===== config.mk =====
export PLATFORM = sky130hd
export DESIGN_NAME = register_descriptor_allocator
export DESIGN_NICKNAME = d
export VERILOG_FILES = /design/src/hdl/rda_pkg.sv /design/src/hdl/rda_cell.sv /design/src/hdl/register_descriptor_allocator.sv
export SDC_FILE = /design/constraint.sdc
export NUM_CORES = 1
export LEC_CHECK = 0
export ABC_CLOCK_PERIOD_IN_PS = 7050
export BUFFER_PORTS_ARGS = -buffer_cell sky130_fd_sc_hd__clkbuf_2
export CAP_MARGIN = 20
export CORE_MARGIN = 4
export CORE_UTILIZATION = 40
export DETAILED_ROUTE_END_ITERATION = 12
export GPL_TIMING_DRIVEN = 0
export SLEW_MARGIN = 5
export SYNTH_ARGS = -nofsm -noshare
export SYNTH_HDL_FRONTEND = slang
export SYNTH_SLANG_ARGS = --single-unit

===== constraint.sdc =====
create_clock -name clk -period 7.05 [get_ports clk]
set_clock_uncertainty 0.1 [all_clocks]
set_input_delay 0.705 -clock clk [delete_from_list [all_inputs] [get_ports clk]]
set_output_delay 0.705 -clock clk [all_outputs]
set_load 0.02 [all_outputs]

===== src/hdl/rda_pkg.sv =====
// ----------------------------------------------------------------------------
// rda_pkg: shared types and codes for the register descriptor allocator
// Request and action codes, sequencer states and the cell interface structs.
// ----------------------------------------------------------------------------
`default_nettype none

package rda_pkg;

    localparam int VAR_W  = 8;
    localparam int REG_W  = 4;
    localparam int RANK_W = 4;
    localparam int MODE_W = 3;
    localparam int ACT_W  = 2;

    // request modes
    localparam logic [MODE_W-1:0] MODE_USE   = 3'd0;
    localparam logic [MODE_W-1:0] MODE_PAIR  = 3'd1;
    localparam logic [MODE_W-1:0] MODE_DEF   = 3'd2;
    localparam logic [MODE_W-1:0] MODE_INACT = 3'd3;
    localparam logic [MODE_W-1:0] MODE_GET   = 3'd4;

    // emitted actions
    localparam logic [ACT_W-1:0] ACT_LOAD   = 2'd0;
    localparam logic [ACT_W-1:0] ACT_STORE  = 2'd1;
    localparam logic [ACT_W-1:0] ACT_MOVE   = 2'd2;
    localparam logic [ACT_W-1:0] ACT_ANSWER = 2'd3;

    typedef enum logic [2:0] {
        ST_IDLE,
        ST_START,
        ST_CHOOSE,
        ST_PAIR,
        ST_EVICT,
        ST_LINK,
        ST_POST,
        ST_ANSWER
    } state_t;

    // broadcast to every cell
    typedef struct packed {
        logic              set_act_a;
        logic              set_act_b;
        logic              clr_act_a;
        logic              clr_clean_a;
        logic              evict;
        logic              write;
        logic [VAR_W-1:0]  var_a;
        logic [VAR_W-1:0]  var_b;
        logic [VAR_W-1:0]  ev_owner;
        logic [RANK_W-1:0] ev_rank;
        logic [VAR_W-1:0]  wr_owner;
        logic [RANK_W-1:0] wr_rank;
        logic              wr_active;
        logic              wr_clean;
    } cell_cmd_t;

    typedef struct packed {
        logic              valid;
        logic [VAR_W-1:0]  owner;
        logic [RANK_W-1:0] rank;
        logic              active;
        logic              clean;
    } cell_stat_t;

    // victim search, passed from cell to cell
    typedef struct packed {
        logic             found;
        logic             n;
        logic [REG_W-1:0] idx;
    } vict_t;

endpackage

`default_nettype wire


===== src/hdl/rda_cell.sv =====
// ----------------------------------------------------------------------------
// rda_cell: one register descriptor
// Holds owner, link rank and the owner's flags; adds itself to the victim search.
// ----------------------------------------------------------------------------
`default_nettype none

module rda_cell #(
    parameter int CELL_IDX = 0
) (
    input  wire logic               clk,
    input  wire logic               rst_n,
    input  wire rda_pkg::cell_cmd_t cmd,
    input  wire logic               sel,
    input  wire logic               excl_en,
    input  wire logic [7:0]         excl_var,
    input  wire rda_pkg::vict_t     vict_in,
    output rda_pkg::vict_t          vict_out,
    output rda_pkg::cell_stat_t     stat
);

    logic                        valid_reg, valid_next;
    logic [rda_pkg::VAR_W-1:0]   owner_reg, owner_next;
    logic [rda_pkg::RANK_W-1:0]  rank_reg, rank_next;
    logic                        active_reg, active_next;
    logic                        clean_reg, clean_next;
    logic                        hold_a, hold_b, excluded, ns;

    assign hold_a   = valid_reg && (owner_reg == cmd.var_a);
    assign hold_b   = valid_reg && (owner_reg == cmd.var_b);
    assign excluded = excl_en && valid_reg && (owner_reg == excl_var);
    assign ns       = valid_reg && active_reg && !clean_reg;

    always_comb
    begin
        vict_out = vict_in;
        if (!excluded && (!vict_in.found || (vict_in.n && !ns)))
        begin
            vict_out.found = 1'b1;
            vict_out.n     = ns;
            vict_out.idx   = rda_pkg::REG_W'(CELL_IDX);
        end
    end

    always_comb
    begin
        valid_next  = valid_reg;
        owner_next  = owner_reg;
        rank_next   = rank_reg;
        active_next = active_reg;
        clean_next  = clean_reg;
        if ((cmd.set_act_a && hold_a) || (cmd.set_act_b && hold_b))
            active_next = 1'b1;
        if (cmd.clr_act_a && hold_a)
            active_next = 1'b0;
        if (cmd.clr_clean_a && hold_a)
            clean_next = 1'b0;
        if (cmd.evict)
        begin
            if (sel)
                valid_next = 1'b0;
            else if (valid_reg && owner_reg == cmd.ev_owner && rank_reg > cmd.ev_rank)
                rank_next = rank_reg - 1'b1;
        end
        if (cmd.write && sel)
        begin
            valid_next  = 1'b1;
            owner_next  = cmd.wr_owner;
            rank_next   = cmd.wr_rank;
            active_next = cmd.wr_active;
            clean_next  = cmd.wr_clean;
        end
    end

    always_ff @(posedge clk or negedge rst_n)
    begin
        if (!rst_n)
            valid_reg <= 1'b0;
        else
            valid_reg <= valid_next;
    end

    always_ff @(posedge clk)
    begin
        owner_reg  <= owner_next;
        rank_reg   <= rank_next;
        active_reg <= active_next;
        clean_reg  <= clean_next;
    end

    assign stat.valid  = valid_reg;
    assign stat.owner  = owner_reg;
    assign stat.rank   = rank_reg;
    assign stat.active = active_reg;
    assign stat.clean  = clean_reg;

endmodule

`default_nettype wire


===== src/hdl/register_descriptor_allocator.sv =====
// ----------------------------------------------------------------------------
// register_descriptor_allocator: register descriptor map with spill/fill actions
// A row of descriptor cells, one per register, driven by a request sequencer.
// ----------------------------------------------------------------------------
// Usage:
//   s_axis carries one request item: tuser = mode, tdata = var_first, var_second.
//   m_axis carries action items: tuser = action, tdata = var_id, reg_first,
//   reg_second; tlast marks the final action of a request.
//   The sequencer emits at most one action per cycle; that sets the rate.
//   Variable flags are kept in the cells beside each owner, so there is no
//   per-variable memory and no clearing pass: reset just empties the cells.
//   A stalled m_axis holds the output register and the sequencer waits on it;
//   s_axis_tready is high only while no request is in flight.
// ----------------------------------------------------------------------------
`default_nettype none

module register_descriptor_allocator #(
    parameter int NUM_REGS = 3,
    parameter int NUM_VARS = 256
) (
    input  wire logic        clk,
    input  wire logic        rst_n,
    input  wire logic        s_axis_tvalid,
    output      logic        s_axis_tready,
    input  wire logic [15:0] s_axis_tdata,   // [7:0] var_first, [15:8] var_second
    input  wire logic [2:0]  s_axis_tuser,   // [2:0] mode
    output      logic        m_axis_tvalid,
    input  wire logic        m_axis_tready,
    output      logic [15:0] m_axis_tdata,   // [7:0] var_id, [11:8] reg_first, [15:12] reg_second
    output      logic [1:0]  m_axis_tuser,   // [1:0] action
    output      logic        m_axis_tlast
);

    localparam int RIW = $clog2(NUM_REGS);
    localparam int CW  = $clog2(NUM_REGS + 1);

    rda_pkg::state_t              state_reg, state_next;
    logic [rda_pkg::MODE_W-1:0]   mode_reg, mode_next;
    logic [7:0]                   a_reg, a_next;
    logic [7:0]                   b_reg, b_next;
    logic [7:0]                   cur_v_reg, cur_v_next;
    logic [RIW-1:0]               cur_r_reg, cur_r_next;
    logic [7:0]                   placed_reg, placed_next;
    logic [7:0]                   other_reg, other_next;
    logic                         pend_reg, pend_next;

    logic                         ov_reg, ov_next;
    logic [rda_pkg::ACT_W-1:0]    oact_reg, oact_next;
    logic [7:0]                   ovar_reg, ovar_next;
    logic [rda_pkg::REG_W-1:0]    or1_reg, or1_next;
    logic [rda_pkg::REG_W-1:0]    or2_reg, or2_next;
    logic                         olast_reg, olast_next;

    rda_pkg::cell_cmd_t           cmd;
    rda_pkg::cell_stat_t          stat [NUM_REGS];
    rda_pkg::vict_t               chain [NUM_REGS+1];
    logic [NUM_REGS-1:0]          sel_vec;
    logic                         excl_en;

    logic [NUM_REGS-1:0]          hold_a, hold_b, hold_v, hold_o, hold_p;
    logic [CW-1:0]                cnt_a, cnt_b, cnt_v, cnt_o, cnt_p;
    logic [RIW-1:0]               front_v, front_a, vict;
    logic                         slot_free, accept, store_need;
    rda_pkg::cell_stat_t          cur_stat;

    // reduce a variable number into range, one conditional subtract per bit
    function automatic logic [7:0] var_mod(input logic [7:0] v);
        logic [16:0] rem;
        logic [16:0] dv;
        rem = {9'd0, v};
        if (NUM_VARS < 256)
        begin
            for (int k = 7; k >= 0; k--)
            begin
                dv = 17'(NUM_VARS) << k;
                if (rem >= dv)
                    rem = rem - dv;
            end
        end
        return rem[7:0];
    endfunction

    assign accept    = s_axis_tvalid && s_axis_tready;
    assign slot_free = !ov_reg || m_axis_tready;

    // ---- cell row ----------------------------------------------------------
    assign chain[0] = '0;

    for (genvar i = 0; i < NUM_REGS; i++)
    begin : g_cell
        rda_cell #(
            .CELL_IDX (i)
        ) u_cell (
            .clk      (clk),
            .rst_n    (rst_n),
            .cmd      (cmd),
            .sel      (sel_vec[i]),
            .excl_en  (excl_en),
            .excl_var (placed_reg),
            .vict_in  (chain[i]),
            .vict_out (chain[i+1]),
            .stat     (stat[i])
        );
        assign hold_a[i] = stat[i].valid && stat[i].owner == a_reg;
        assign hold_b[i] = stat[i].valid && stat[i].owner == b_reg;
        assign hold_v[i] = stat[i].valid && stat[i].owner == cur_v_reg;
        assign hold_o[i] = stat[i].valid && stat[i].owner == cur_stat.owner;
        assign hold_p[i] = stat[i].valid && stat[i].owner == placed_reg;
    end

    assign cnt_a    = CW'($countones(hold_a));
    assign cnt_b    = CW'($countones(hold_b));
    assign cnt_v    = CW'($countones(hold_v));
    assign cnt_o    = CW'($countones(hold_o));
    assign cnt_p    = CW'($countones(hold_p));
    assign cur_stat = stat[cur_r_reg];
    assign vict     = chain[NUM_REGS].idx[RIW-1:0];
    assign excl_en  = (state_reg == rda_pkg::ST_PAIR) && (cnt_p < CW'(2));

    assign store_need = cur_stat.valid && cnt_o == CW'(1) && cur_stat.active && !cur_stat.clean;

    // front register of a variable: lowest link rank among its holders
    always_comb
    begin
        logic [rda_pkg::RANK_W-1:0] bv, ba;
        logic                       fv, fa;
        bv = '0;
        ba = '0;
        fv = 1'b0;
        fa = 1'b0;
        front_v = '0;
        front_a = '0;
        for (int i = 0; i < NUM_REGS; i++)
        begin
            if (hold_v[i] && (!fv || stat[i].rank < bv))
            begin
                fv = 1'b1;
                bv = stat[i].rank;
                front_v = RIW'(i);
            end
            if (hold_a[i] && (!fa || stat[i].rank < ba))
            begin
                fa = 1'b1;
                ba = stat[i].rank;
                front_a = RIW'(i);
            end
        end
    end

    // ---- sequencer: next state ---------------------------------------------
    always_comb
    begin
        state_next = state_reg;
        case (state_reg)
            rda_pkg::ST_IDLE:
                if (accept)
                    state_next = rda_pkg::ST_START;
            rda_pkg::ST_START:
                case (mode_reg)
                    rda_pkg::MODE_USE, rda_pkg::MODE_PAIR,
                    rda_pkg::MODE_DEF, rda_pkg::MODE_GET:
                        state_next = rda_pkg::ST_CHOOSE;
                    default:
                        state_next = rda_pkg::ST_IDLE;
                endcase
            rda_pkg::ST_CHOOSE:
                case (mode_reg)
                    rda_pkg::MODE_USE:
                        state_next = (cnt_a == '0) ? rda_pkg::ST_EVICT : rda_pkg::ST_IDLE;
                    rda_pkg::MODE_DEF:
                        state_next = (cnt_a == '0) ? rda_pkg::ST_EVICT : rda_pkg::ST_POST;
                    rda_pkg::MODE_GET:
                        state_next = (cnt_a == '0) ? rda_pkg::ST_EVICT : rda_pkg::ST_ANSWER;
                    rda_pkg::MODE_PAIR:
                        if (cnt_a != '0 && cnt_b != '0)
                            state_next = rda_pkg::ST_IDLE;
                        else if (cnt_a == '0 && cnt_b == '0)
                            state_next = rda_pkg::ST_EVICT;
                        else
                            state_next = rda_pkg::ST_PAIR;
                    default:
                        state_next = rda_pkg::ST_IDLE;
                endcase
            rda_pkg::ST_PAIR:
                state_next = rda_pkg::ST_EVICT;
            rda_pkg::ST_EVICT:
                if (!store_need || slot_free)
                    state_next = rda_pkg::ST_LINK;
            rda_pkg::ST_LINK:
                if (slot_free)
                begin
                    if (pend_reg)
                        state_next = rda_pkg::ST_PAIR;
                    else if (mode_reg == rda_pkg::MODE_DEF)
                        state_next = rda_pkg::ST_POST;
                    else if (mode_reg == rda_pkg::MODE_GET)
                        state_next = rda_pkg::ST_ANSWER;
                    else
                        state_next = rda_pkg::ST_IDLE;
                end
            rda_pkg::ST_POST:
                state_next = rda_pkg::ST_IDLE;
            rda_pkg::ST_ANSWER:
                if (slot_free)
                    state_next = rda_pkg::ST_IDLE;
            default:
                state_next = rda_pkg::ST_IDLE;
        endcase
    end

    // ---- sequencer: outputs and datapath -----------------------------------
    always_comb
    begin
        mode_next   = mode_reg;
        a_next      = a_reg;
        b_next      = b_reg;
        cur_v_next  = cur_v_reg;
        cur_r_next  = cur_r_reg;
        placed_next = placed_reg;
        other_next  = other_reg;
        pend_next   = pend_reg;

        ov_next    = ov_reg && !m_axis_tready;
        oact_next  = oact_reg;
        ovar_next  = ovar_reg;
        or1_next   = or1_reg;
        or2_next   = or2_reg;
        olast_next = olast_reg;

        cmd           = '0;
        cmd.var_a     = a_reg;
        cmd.var_b     = b_reg;
        cmd.ev_owner  = cur_stat.owner;
        cmd.ev_rank   = cur_stat.rank;
        cmd.wr_owner  = cur_v_reg;
        cmd.wr_rank   = rda_pkg::RANK_W'(cnt_v);
        cmd.wr_active = 1'b1;
        cmd.wr_clean  = 1'b1;
        sel_vec       = '0;
        s_axis_tready = (state_reg == rda_pkg::ST_IDLE);

        case (state_reg)
            rda_pkg::ST_IDLE:
                if (accept)
                begin
                    mode_next = s_axis_tuser;
                    a_next    = var_mod(s_axis_tdata[7:0]);
                    b_next    = var_mod(s_axis_tdata[15:8]);
                end
            rda_pkg::ST_START:
                case (mode_reg)
                    rda_pkg::MODE_USE, rda_pkg::MODE_DEF:
                        cmd.set_act_a = 1'b1;
                    rda_pkg::MODE_GET:
                        cmd.set_act_a = 1'b0;   // a placed variable keeps its flag; a load sets it
                    rda_pkg::MODE_PAIR:
                    begin
                        cmd.set_act_a = 1'b1;
                        cmd.set_act_b = 1'b1;
                    end
                    rda_pkg::MODE_INACT:
                        cmd.clr_act_a = 1'b1;
                    default:
                        cmd.set_act_a = 1'b0;
                endcase
            rda_pkg::ST_CHOOSE:
            begin
                cur_v_next = a_reg;
                cur_r_next = vict;
                pend_next  = (mode_reg == rda_pkg::MODE_PAIR);
                // placed variable: b if it sits anywhere, else a
                placed_next = (cnt_b != '0) ? b_reg : a_reg;
                other_next  = (cnt_b != '0) ? a_reg : b_reg;
            end
            rda_pkg::ST_PAIR:
            begin
                cur_v_next = other_reg;
                cur_r_next = vict;
                pend_next  = 1'b0;
            end
            rda_pkg::ST_EVICT:
                if (!store_need || slot_free)
                begin
                    if (cur_stat.valid)
                    begin
                        cmd.evict            = 1'b1;
                        sel_vec[cur_r_reg]   = 1'b1;
                    end
                    if (store_need)
                    begin
                        ov_next    = 1'b1;
                        oact_next  = rda_pkg::ACT_STORE;
                        ovar_next  = cur_stat.owner;
                        or1_next   = rda_pkg::REG_W'(cur_r_reg);
                        or2_next   = '0;
                        olast_next = 1'b0;
                    end
                end
            rda_pkg::ST_LINK:
                if (slot_free)
                begin
                    cmd.write          = 1'b1;
                    sel_vec[cur_r_reg] = 1'b1;
                    ov_next            = 1'b1;
                    ovar_next          = cur_v_reg;
                    olast_next         = !pend_reg && mode_reg != rda_pkg::MODE_GET;
                    if (cnt_v == '0)
                    begin
                        oact_next = rda_pkg::ACT_LOAD;
                        or1_next  = rda_pkg::REG_W'(cur_r_reg);
                        or2_next  = '0;
                    end
                    else
                    begin
                        // copy the variable's flags from its front register
                        cmd.wr_active = stat[front_v].active;
                        cmd.wr_clean  = stat[front_v].clean;
                        oact_next     = rda_pkg::ACT_MOVE;
                        or1_next      = rda_pkg::REG_W'(front_v);
                        or2_next      = rda_pkg::REG_W'(cur_r_reg);
                    end
                end
            rda_pkg::ST_POST:
                cmd.clr_clean_a = 1'b1;
            rda_pkg::ST_ANSWER:
                if (slot_free)
                begin
                    ov_next    = 1'b1;
                    oact_next  = rda_pkg::ACT_ANSWER;
                    ovar_next  = a_reg;
                    or1_next   = rda_pkg::REG_W'(front_a);
                    or2_next   = '0;
                    olast_next = 1'b1;
                end
            default:
                cmd.write = 1'b0;
        endcase
    end

    always_ff @(posedge clk or negedge rst_n)
    begin
        if (!rst_n)
        begin
            state_reg <= rda_pkg::ST_IDLE;
            ov_reg    <= 1'b0;
            pend_reg  <= 1'b0;
        end
        else
        begin
            state_reg <= state_next;
            ov_reg    <= ov_next;
            pend_reg  <= pend_next;
        end
    end

    always_ff @(posedge clk)
    begin
        mode_reg   <= mode_next;
        a_reg      <= a_next;
        b_reg      <= b_next;
        cur_v_reg  <= cur_v_next;
        cur_r_reg  <= cur_r_next;
        placed_reg <= placed_next;
        other_reg  <= other_next;
        oact_reg   <= oact_next;
        ovar_reg   <= ovar_next;
        or1_reg    <= or1_next;
        or2_reg    <= or2_next;
        olast_reg  <= olast_next;
    end

    assign m_axis_tvalid = ov_reg;
    assign m_axis_tdata  = {or2_reg, or1_reg, ovar_reg};
    assign m_axis_tuser  = oact_reg;
    assign m_axis_tlast  = olast_reg;

endmodule

`default_nettype wire


==> qor.yml, run 1 <==
outcome:
  status: "complete, no violations"
place:
  io_buffers: 39
  hpwlAfterDp_mm: 16.6
  gp_congestion: 1.01
  placed_area_um2: 8020
floorplanning:
  die_h_um: 145
  dieArea_um2: 21000
  die_w_um: 145
  coreArea_um2: 18200
  row_count: 49
  boundaryPins: 44
  start_util_pct: 41.2
flow_run:
  cap_violations: 0
cts:
  cts_resized: 0
  holdBufCountCts: 0
  cts.path.max_buffers: 2
  cts_htree_levels: 3
  post_cts_buffers: 0
  root_buffer: "clkbuf_16"
  cts_buffers: 9
  worstSkewPairLatency_ns: 0.37
  path_clk_slew_ns: 0.07
  cts_tree: "yes"
  cts_sinks: 110
sta:
  worst-slew-pin-transition_ns: 0.883
  period_minus_slack_ns: 6.09
  setup_viol: 0
  slew_headroom_pct: 40.6
  setup_tns_ns: 0
  hold_violations: 0
  fmax_mhz: 164
  slew_violations: 0
  fin_crit_sh_pct: 86.4
  rsz0062_at_grt: "false"
global_routing:
  groute.usage.overall_pct: 20.8
  grt_max_degree: 20
  antenna_found_initial: 0
  grt_first_pass_wirelength_mm: 34.5
  overflow: 0
  grt_pass1_vias: 6065
setup_path:
  cp_data_arrival_time_ns: 6.11
  cp-start-kind: "flip-flop"
  worstPathMaxFanout: 9
  cp.required_ns: 7.07
  crit_type: "flip-flop to flip-flop"
  endpoint_kind: "flip-flop"
finish:
  n_fill_cell: 1687
  largest_register_ffs: 24
  finalInstanceArea_um2: 8300
  seq_area_um2: 3200
  n_antenna_cell: 0
  area_delta_synth_final_pct: 10.7
  drive_gt1_share_pct: 14.4
  nets: 830
  multi_input_area_um2: 3980
yosys:
  synth.most_common_cell: "edfxtp_1"
  synth_top_cells_by_count: "edfxtp_1, xnor2_1, xor2_1, nand2_1, clkbuf_1"
  synth_cell_types: 63
  synth_top_cell_area_share_pct: 38.4
  synth.avg_cell_area_um2: 10.4
  synth_ff_type: "edfxtp_1"
  ys_warn_count: 0
  synth_area_leaders: "edfxtp_1, xnor2_1, xor2_1"
  ys_seq_area_share_pct: 42.7
  async_flop_share_pct: 7.27
  yosys.area.top_type: "edfxtp_1"
  syn_inst: 718
  syn_area_um2: 7500
  synth_edf_count: 96
  yosys_register_bits: 110
route:
  wire_per_inst_um: 21.3
  antenna_left: 0
  drtIter0Drc: 581
  routed_wl_mm: 21.4
  vias: 5913
  drc: 0
  firstDrtPassIters: 5
  via_per_inst: 5.87
pwr:
  cellLeakagePower_nw: 3.02
  peakVddDrop_mv: 0.164
  p_comb_share_pct: 35.1
  clockPowerShare_pct: 21.7
  seqPwrFrac_pct: 43.2
  fin_total_pwr_w: 0.00221
  swShare_pct: 37.3
  intPower_w: 0.00139
  power.switching_w: 0.000824
  power_density_nw_per_um2: 267
min_path:
  hold_path_class: "input pin to asynchronous set/reset pin"
## stage by stage
step / hold slack (ns) / instances / utilization (%) / setup slack, ns
floorplan: 0.309 / 721 / - / 2.16
CTS: 0.0746 / 1007 / 45.5 / 1.03
global route: 0.0879 / 1008 / 45.6 / 0.492
global placement: 0.427 / 989 / 43.9 / 1.16
detailed placement: 0.440 / 991 / 44.1 / 1.04
finish: 0.0790 / 1008 / 45.6 / 0.960
## placed cells by master, fill, tap and decap left out, types with 7 or more instances in the layout
master	n
clkbuf_2	39
a22oi_1	11
clkbuf_1	40
inv_1	21
mux2_2	27
edfxtp_1	96
a21oi_1	37
o21ai_0	17
nor2_1	33
o31ai_1	7
nor2b_1	15
xor2_1	54
mux2i_1	20
xnor2_1	59
nand3_1	11
or3_1	7
buf_1	9
clkbuf_16	9
nor3_1	19
nand2b_1	17
o22ai_1	8
nand4_1	14
ha_1	29
nor4_1	13
dfrtp_1	8
nand2_1	41
a211oi_1	13
## cell type report
cell class | instances | area share (%)
plain buffers | 58 | 3.14
flip-flops and latches | 110 | 38.6
well taps | 229 | 3.45
clock buffers | 11 | 2.80
repair buffers | 42 | 2.71
multi-input cells | 532 | 47.9
clock inverters | 5 | 0.437
inverters | 21 | 0.950
## final timing paths
| check | from | cells past startpoint | endpoint | slack [ns] |
|---|---|---|---|---|
| worst min-delay path | rst_n | 1 | pend_reg$_DFFE_PN0P_ | 0.08 |
| worst min register to register | other_reg[0]$_DFFE_PP_ | 1 | cur_v_reg[0]$_DFFE_PP_ | 0.45 |
| worst max-delay path | g_cell[0].u_cell.owner_reg[4]$_DFFE_PP_ | 19 | g_cell[0].u_cell.clean_reg$_SDFFCE_PN0P_ | 0.96 |
| max in group asynchronous | rst_n | 1 | g_cell[1].u_cell.valid_reg$_DFFE_PN0P_ | 6.59 |
| min in group clk | s_axis_tdata[12] | 1 | b_reg[4]$_DFFE_PP_ | 0.41 |
| worst max register to register | g_cell[0].u_cell.owner_reg[4]$_DFFE_PP_ | 19 | g_cell[0].u_cell.clean_reg$_SDFFCE_PN0P_ | 0.96 |
## critical path, stage by stage, from the launching register on
cell and delay (ns):
edfxtp_1 0.33, clkbuf_1 0.47, xnor2_1 0.19, nand4_1 0.12, nor3_2 0.51, nand2_1 0.16
ha_1 0.30, a2111oi_0 0.42, nor3_1 0.20, a21oi_1 0.59, nor2_1 0.12, a21oi_1 0.15
ha_1 0.26, a21o_1 0.18, a21oi_1 0.23, nand2_1 0.08, o31a_1 0.23, a211oi_1 0.59
mux2_2 0.43, o21a_1 0.17
## cells by family (layout without fill, tap and decap cells)
group / Yosys count / after routing / share of synthesized area [%]
simple gates: 200 / 200 / 14.4
compound gates: 135 / 135 / 12.4
xor+xnor: 113 / 113 / 13.2
flops: 110 / 110 / 42.7
buf+inv: 79 / 137 / 4.52
mux: 47 / 47 / 6.72
fa+ha+maj: 33 / 33 / 5.91
other cells: 1 / 4 / 0.0500
## per-layer routing
layer | track usage [%] | vias up | wire, µm
li1 | - | 2729 | -
met1 | 28.3 | 2896 | 9270
met2 | 33.3 | 230 | 10000
met3 | 3.52 | 58 | 1380
met4 | 8.22 | 0 | 772
met5 | 0 | - | 0
## power groups by stage
stage | clock network [W] | logic [W] | registers (W)
floorplan | 0 | 0.000543 | 0.000947
global placement | 0 | 0.000744 | 0.000969
detailed placement | 0 | 0.000769 | 0.000970
CTS | 0.000492 | 0.000773 | 0.000955
global route | 0.000517 | 0.000849 | 0.000969
finish | 0.000481 | 0.000776 | 0.000956
No activity file was read; power rests on OpenSTA's default activity.
==> inputs of run 2 (changes only) <==
--- a/config.mk
+++ b/config.mk
@@ -5,14 +5,15 @@
 export SDC_FILE = /design/constraint.sdc
 export NUM_CORES = 1
 export LEC_CHECK = 0
-export ABC_CLOCK_PERIOD_IN_PS = 7050
-export BUFFER_PORTS_ARGS = -buffer_cell sky130_fd_sc_hd__clkbuf_2
+export ABC_CLOCK_PERIOD_IN_PS = 7260
 export CAP_MARGIN = 20
 export CORE_MARGIN = 4
 export CORE_UTILIZATION = 40
 export DETAILED_ROUTE_END_ITERATION = 12
+export DONT_BUFFER_PORTS = 1
 export GPL_TIMING_DRIVEN = 0
 export SLEW_MARGIN = 5
 export SYNTH_ARGS = -nofsm -noshare
 export SYNTH_HDL_FRONTEND = slang
 export SYNTH_SLANG_ARGS = --single-unit
+export TNS_END_PERCENT = 20
==> constraint.sdc (replaced) <==
create_clock -name clk -period 7.26 [get_ports clk]
set_clock_uncertainty 0.1 [all_clocks]
set_input_delay 0.726 -clock clk [delete_from_list [all_inputs] [get_ports clk]]
set_output_delay 0.726 -clock clk [all_outputs]
set_load 0.02 [all_outputs]
==> run 2 against run 1 <==
  * Register-to-register slack better by 0.11 ns
  * Highest routed layer unchanged
  * Sequential share of layout area up 0.69 points
  * Largest cell class unchanged
  * Critical path depth unchanged
==> qor.yml, run 2 (same netlist as run 1, synthesis figures left out) <==
finish:
  largest_register_ffs: 24
  n_antenna_cell: 0
  nets: 791
  drive_gt1_share_pct: 10.0
  final_common_cell: "edfxtp_1"
  final_cell_mix: "edfxtp_1, xnor2_1, xor2_1"
  area_delta_synth_final_pct: 8.73
  n_fill_cell: 1706
cts:
  cts_resized: 0
  cts.path.max_buffers: 2
  holdBufCountCts: 1
  cts_buffers: 9
  path_clk_slew_ns: 0.08
  cts_sinks: 110
  worstSkewPairLatency_ns: 0.37
  cts_tree: "yes"
  cts_htree_levels: 3
  post_cts_buffers: 0
  root_buffer: "clkbuf_16"
floorplanning:
  row_count: 49
  die_h_um: 145
  coreArea_um2: 18200
  die_w_um: 145
  dieArea_um2: 21000
  start_util_pct: 41.2
  boundaryPins: 44
sta:
  setup_tns_ns: 0
  rsz0062_at_grt: "false"
  fmax_mhz: 161
  slew_violations: 0
  setup_viol: 0
  slew_headroom_pct: 28.8
  hold_violations: 0
  period_minus_slack_ns: 6.19
  worst-slew-pin-transition_ns: 1.06
  fin_crit_sh_pct: 85.3
setup_path:
  cp_data_arrival_time_ns: 6.22
  worstSetupStartpoint: "g_cell[0].u_cell.owner_reg[4]$_DFFE_PP_"
  r2r_start: "g_cell[0].u_cell.owner_reg[4]$_DFFE_PP_"
  crit_type: "flip-flop to flip-flop"
  cp-start-kind: "flip-flop"
  ff2ff_setup_slack_ns: 1.07
  endpoint_kind: "flip-flop"
  cp.required_ns: 7.29
  worstPathMaxFanout: 9
place:
  hpwlAfterDp_mm: 16.4
  io_buffers: 0
  gp_congestion: 0.981
route:
  firstDrtPassIters: 5
  drc: 0
  drtIter0Drc: 514
  routed_wl_mm: 21.7
  wire_per_inst_um: 22.3
  vias: 5718
  via_per_inst: 5.90
  antenna_left: 0
global_routing:
  grt_pass1_vias: 5744
  groute.usage.overall_pct: 20.3
  antenna_found_initial: 0
  overflow: 0
  grt_first_pass_wirelength_mm: 33.5
  grt_max_degree: 21
min_path:
  hold_path_class: "input pin to flip-flop"
  hp-start: "s_axis_tdata[15]"
pwr:
  fin_total_pwr_w: 0.00220
  cellLeakagePower_nw: 2.88
  power_density_nw_per_um2: 270
  peakVddDrop_mv: 0.153
outcome:
  status: "complete, no violations"
flow_run:
  cap_violations: 0
run 2: changes by cell type in the layout (fill, tap and decap cells not counted), moves of 2 or more:
cell / previous run / this run
clkbuf_1: 40 / 38
inv_6: 0 / 3
clkinvlp_4: 3 / 1
clkbuf_2: 39 / 0
run 2: layout make-up:
type | count | area (µm²) | area share (%)
buffer | 58 | 260 | 3.19
clock buffer | 9 | 225 | 2.76
clock inverter | 7 | 91.3 | 1.12
inverter | 21 | 78.8 | 0.967
multi-input combinational | 532 | 3980 | 48.8
sequential | 110 | 3200 | 39.3
tap | 229 | 287 | 3.51
timing repair buffer | 3 | 32.5 | 0.399
run 2: power by group:
| part | internal [W] | switching [W] |
|---|---|---|
| combinational | 0.000273 | 0.000442 |
| sequential | 0.000828 | 0.000120 |
| clock | 0.000277 | 0.000262 |
run 2: worst max-delay path, cell delays in order (launching register included):
cell       delay [ns]
edfxtp_1         0.34
clkbuf_1         0.49
xnor2_1          0.19
nand4_1          0.13
nor3_2           0.54
nand2_1          0.18
ha_1             0.31
a2111oi_0        0.36
nor3_1           0.20
a21oi_1          0.63
nor2_1           0.11
a21oi_1          0.17
ha_1             0.27
a21o_1           0.18
a21oi_1          0.27
nand2_1          0.09
o31a_1           0.24
a211oi_1         0.55
mux2_2           0.43
o21a_1           0.18
run 2: routing by layer:
metal  vias to the layer above  GRT usage, %  share of wire [%]
met5                         -             0                  0
li1                       2642             -                  -
met2                       192          32.6                 47
met3                        42          3.06                4.7
met4                         0          7.51                3.1
met1                      2842          28.2                 46
run 2: metrics by stage:
stage          setup slack, ns  util [%]  area [µm²]  hold WS [ns]  cells
5_1_grt                  0.676      44.8        8150         0.332    969
6_report                  1.07      44.8        8150         0.344    969
3_3_place_gp              1.50      42.8        7800         0.331    950
2_1_floorplan             2.37         -        7510         0.330    721
3_5_place_dp              1.26      43.0        7830         0.331    952
4_1_cts                   1.21      44.8        8150         0.333    969
run 2: final timing paths:
kind,to,cells after the start
hold reg to reg,cur_v_reg[1]$_DFFE_PP_,1
min in group asynchronous,g_cell[2].u_cell.valid_reg$_DFFE_PN0P_,1
setup / recovery,g_cell[0].u_cell.clean_reg$_SDFFCE_PN0P_,19
hold / removal,b_reg[7]$_DFFE_PP_,0
setup reg to reg,g_cell[0].u_cell.clean_reg$_SDFFCE_PN0P_,19
max in group asynchronous,g_cell[0].u_cell.valid_reg$_DFFE_PN0P_,1
==> inputs of run 3 (changes only) <==
--- a/config.mk
+++ b/config.mk
@@ -5,13 +5,14 @@
 export SDC_FILE = /design/constraint.sdc
 export NUM_CORES = 1
 export LEC_CHECK = 0
-export ABC_CLOCK_PERIOD_IN_PS = 7260
+export ABC_CLOCK_PERIOD_IN_PS = 5150
 export CAP_MARGIN = 20
 export CORE_MARGIN = 4
 export CORE_UTILIZATION = 40
 export DETAILED_ROUTE_END_ITERATION = 12
 export DONT_BUFFER_PORTS = 1
 export GPL_TIMING_DRIVEN = 0
+export PLACE_DENSITY = 0.54
 export SLEW_MARGIN = 5
 export SYNTH_ARGS = -nofsm -noshare
 export SYNTH_HDL_FRONTEND = slang
==> constraint.sdc (replaced) <==
create_clock -name clk -period 5.15 [get_ports clk]
set_clock_uncertainty 0.1 [all_clocks]
set_input_delay 0.515 -clock clk [delete_from_list [all_inputs] [get_ports clk]]
set_output_delay 0.515 -clock clk [all_outputs]
set_load 0.02 [all_outputs]
==> run 3 against run 2 <==
  * Clock power up 30%
  * Worst hold slack worse by 0.21 ns
  * Sequential power up 41%
  * Total power up 41%
  * Global-route usage up 0.34 points
  * Worst setup slack worse by 0.90 ns
  * Flip-flop and latch count unchanged
  * Fmax up 24%
  * Count of clock-buffer cells in the layout unchanged
  * Critical path depth down 1
  * Combinational power up 48%
  * Utilization up 1.4 points
  * Critical path type unchanged
  * Highest routed layer unchanged
==> qor.yml, run 3 (same netlist as run 1, synthesis figures left out) <==
min_path:
  hold_path_class: "input pin to flip-flop"
  hp-start: "s_axis_tdata[13]"
route:
  firstDrtPassIters: 5
  wire_per_inst_um: 22.1
  routed_wl_mm: 22.0
  wl_met1_mm: 9.89
  vias: 5815
  dr.max_layer_used: "met4"
  drtIter0Drc: 498
  antenna_left: 0
  drc: 0
  via_per_inst: 5.85
  wl_met3_mm: 1.21
  met2_length_mm: 10.3
setup_path:
  worstPathMaxFanout: 5
  endpoint_kind: "flip-flop"
  r2r_end: "g_cell[0].u_cell.clean_reg$_SDFFCE_PN0P_"
  ff2ff_setup_slack_ns: 0.16
  cp-endpoint: "g_cell[0].u_cell.clean_reg$_SDFFCE_PN0P_"
  crit_type: "flip-flop to flip-flop"
  cp.required_ns: 5.17
  cp_data_arrival_time_ns: 5.01
  cp-start-kind: "flip-flop"
  r2r_start: "cur_v_reg[0]$_DFFE_PP_"
  worst-r2r-cell-count: 18
  worstSetupStartpoint: "cur_v_reg[0]$_DFFE_PP_"
finish:
  area_delta_synth_final_pct: 12.1
  final_common_cell: "edfxtp_1"
  nets: 816
  largest_register_ffs: 24
  n_fill_cell: 1721
  seq_area_um2: 3200
  multi_input_area_um2: 4020
  n_antenna_cell: 0
  finalInstanceArea_um2: 8410
  drive_gt1_share_pct: 15.0
  final_cell_mix: "edfxtp_1, xnor2_1, xor2_1"
floorplanning:
  start_util_pct: 41.2
  boundaryPins: 44
  row_count: 49
  die_w_um: 145
  coreArea_um2: 18200
  die_h_um: 145
  dieArea_um2: 21000
flow_run:
  cap_violations: 0
global_routing:
  grt_pass1_vias: 5814
  groute.usage.overall_pct: 20.7
  overflow: 0
  antenna_found_initial: 0
  grt_first_pass_wirelength_mm: 33.9
  grt_max_degree: 21
pwr:
  power_density_nw_per_um2: 369
  peakVddDrop_mv: 0.271
  cellLeakagePower_nw: 3.05
cts:
  path_clk_slew_ns: 0.08
  cts.path.max_buffers: 2
  cts_buffers: 9
  cts_tree: "yes"
  cts_htree_levels: 3
  worstSkewPairLatency_ns: 0.37
  cts_sinks: 110
  root_buffer: "clkbuf_16"
place:
  io_buffers: 0
  gp_congestion: 1.02
  placed_area_um2: 7840
  hpwlAfterDp_mm: 16.4
sta:
  worst-slew-pin-transition_ns: 0.831
  slew_headroom_pct: 44.2
  whs_ns: 0.133
  fmax_mhz: 200
  hold_violations: 0
  period_minus_slack_ns: 4.99
  setup_viol: 0
  slew_violations: 0
  fin_crit_sh_pct: 96.9
outcome:
  status: "complete, no violations"
## run 3: cell count changes in the layout (fill, tap and decap cells not counted), moves of 2 or more
cell | before | now
clkbuf_1 | 38 | 29
buf_4 | 6 | 38
a21oi_1 | 37 | 35
a21oi_2 | 0 | 2
## run 3: layout make-up
| cell class | instances | share of cell area [%] |
|---|---|---|
| buffer | 49 | 2.69 |
| clock buffer | 9 | 2.68 |
| multi-input combinational | 532 | 47.8 |
| tap | 229 | 3.41 |
| sequential | 110 | 38.1 |
| clock inverter | 7 | 0.774 |
| inverter | 21 | 0.937 |
| timing repair buffer | 37 | 3.61 |
## run 3: critical path, cell delays in order, from the launching register on
cell	delay, ns
edfxtp_1	0.50
xnor2_1	0.24
nand4_1	0.17
nor3_4	0.30
nand2_1	0.14
ha_1	0.31
a2111oi_2	0.38
nor3_2	0.16
a21oi_2	0.26
nor2_1	0.08
a21oi_1	0.12
ha_1	0.26
a21o_1	0.19
a21oi_2	0.24
nand2_1	0.08
o31a_1	0.27
a211oi_4	0.34
mux2_2	0.40
o21a_1	0.17
## run 3: where the power goes
group	internal, W	total, W	switching [W]
sequential	0.00117	0.00134	0.000177
clock	0.000340	0.000699	0.000359
combinational	0.000428	0.00106	0.000629
total	0.00194	0.00310	0.00117
## run 3: worst min path at each step
stage / cells past startpoint / slack (ns) / end
6_report: 0 / 0.13 / b_reg[5]$_DFFE_PP_
5_1_grt: 0 / 0.12 / a_reg[6]$_DFFE_PP_
4_1_cts: 0 / 0.12 / a_reg[6]$_DFFE_PP_
3_5_place_dp: 0 / 0.12 / m_axis_tvalid$_DFF_PN0_
3_3_place_gp: 0 / 0.12 / m_axis_tvalid$_DFF_PN0_
2_1_floorplan: 0 / 0.12 / g_cell[0].u_cell.valid_reg$_DFFE_PN0P_
## run 3: timing repair
| item | 4_1_cts | 5_1_grt |
|---|---|---|
| endpoints found under the setup margin | 8 | 8 |
| pin swaps | 2 | 4 |
| endpoints found under the hold margin | 8 | 0 |
| hold buffers | 1 | 0 |
| buffers inserted | 4 | 29 |
| resized for setup | 7 | 4 |
## run 3: per-layer routing
metal / track usage, % / vias up
met1: 27.7 / 2855
met2: 33.4 / 222
met4: 8.69 / 0
met3: 3.52 / 45
met5: 0 / -
li1: - / 2693
## run 3: through the flow
stage | cells | setup TNS [ns] | total power (W) | worst slack (ns) | util, %
floorplan | 721 | 0 | 0.00204 | 0.258 | -
global placement | 950 | -9.37 | 0.00233 | -0.944 | 42.8
detailed placement | 952 | -8.91 | 0.00236 | -1.19 | 43.1
CTS | 964 | 0 | 0.00307 | 0.0289 | 44.9
global route | 994 | -0.0764 | 0.00326 | -0.0314 | 46.2
finish | 994 | 0 | 0.00310 | 0.162 | 46.2
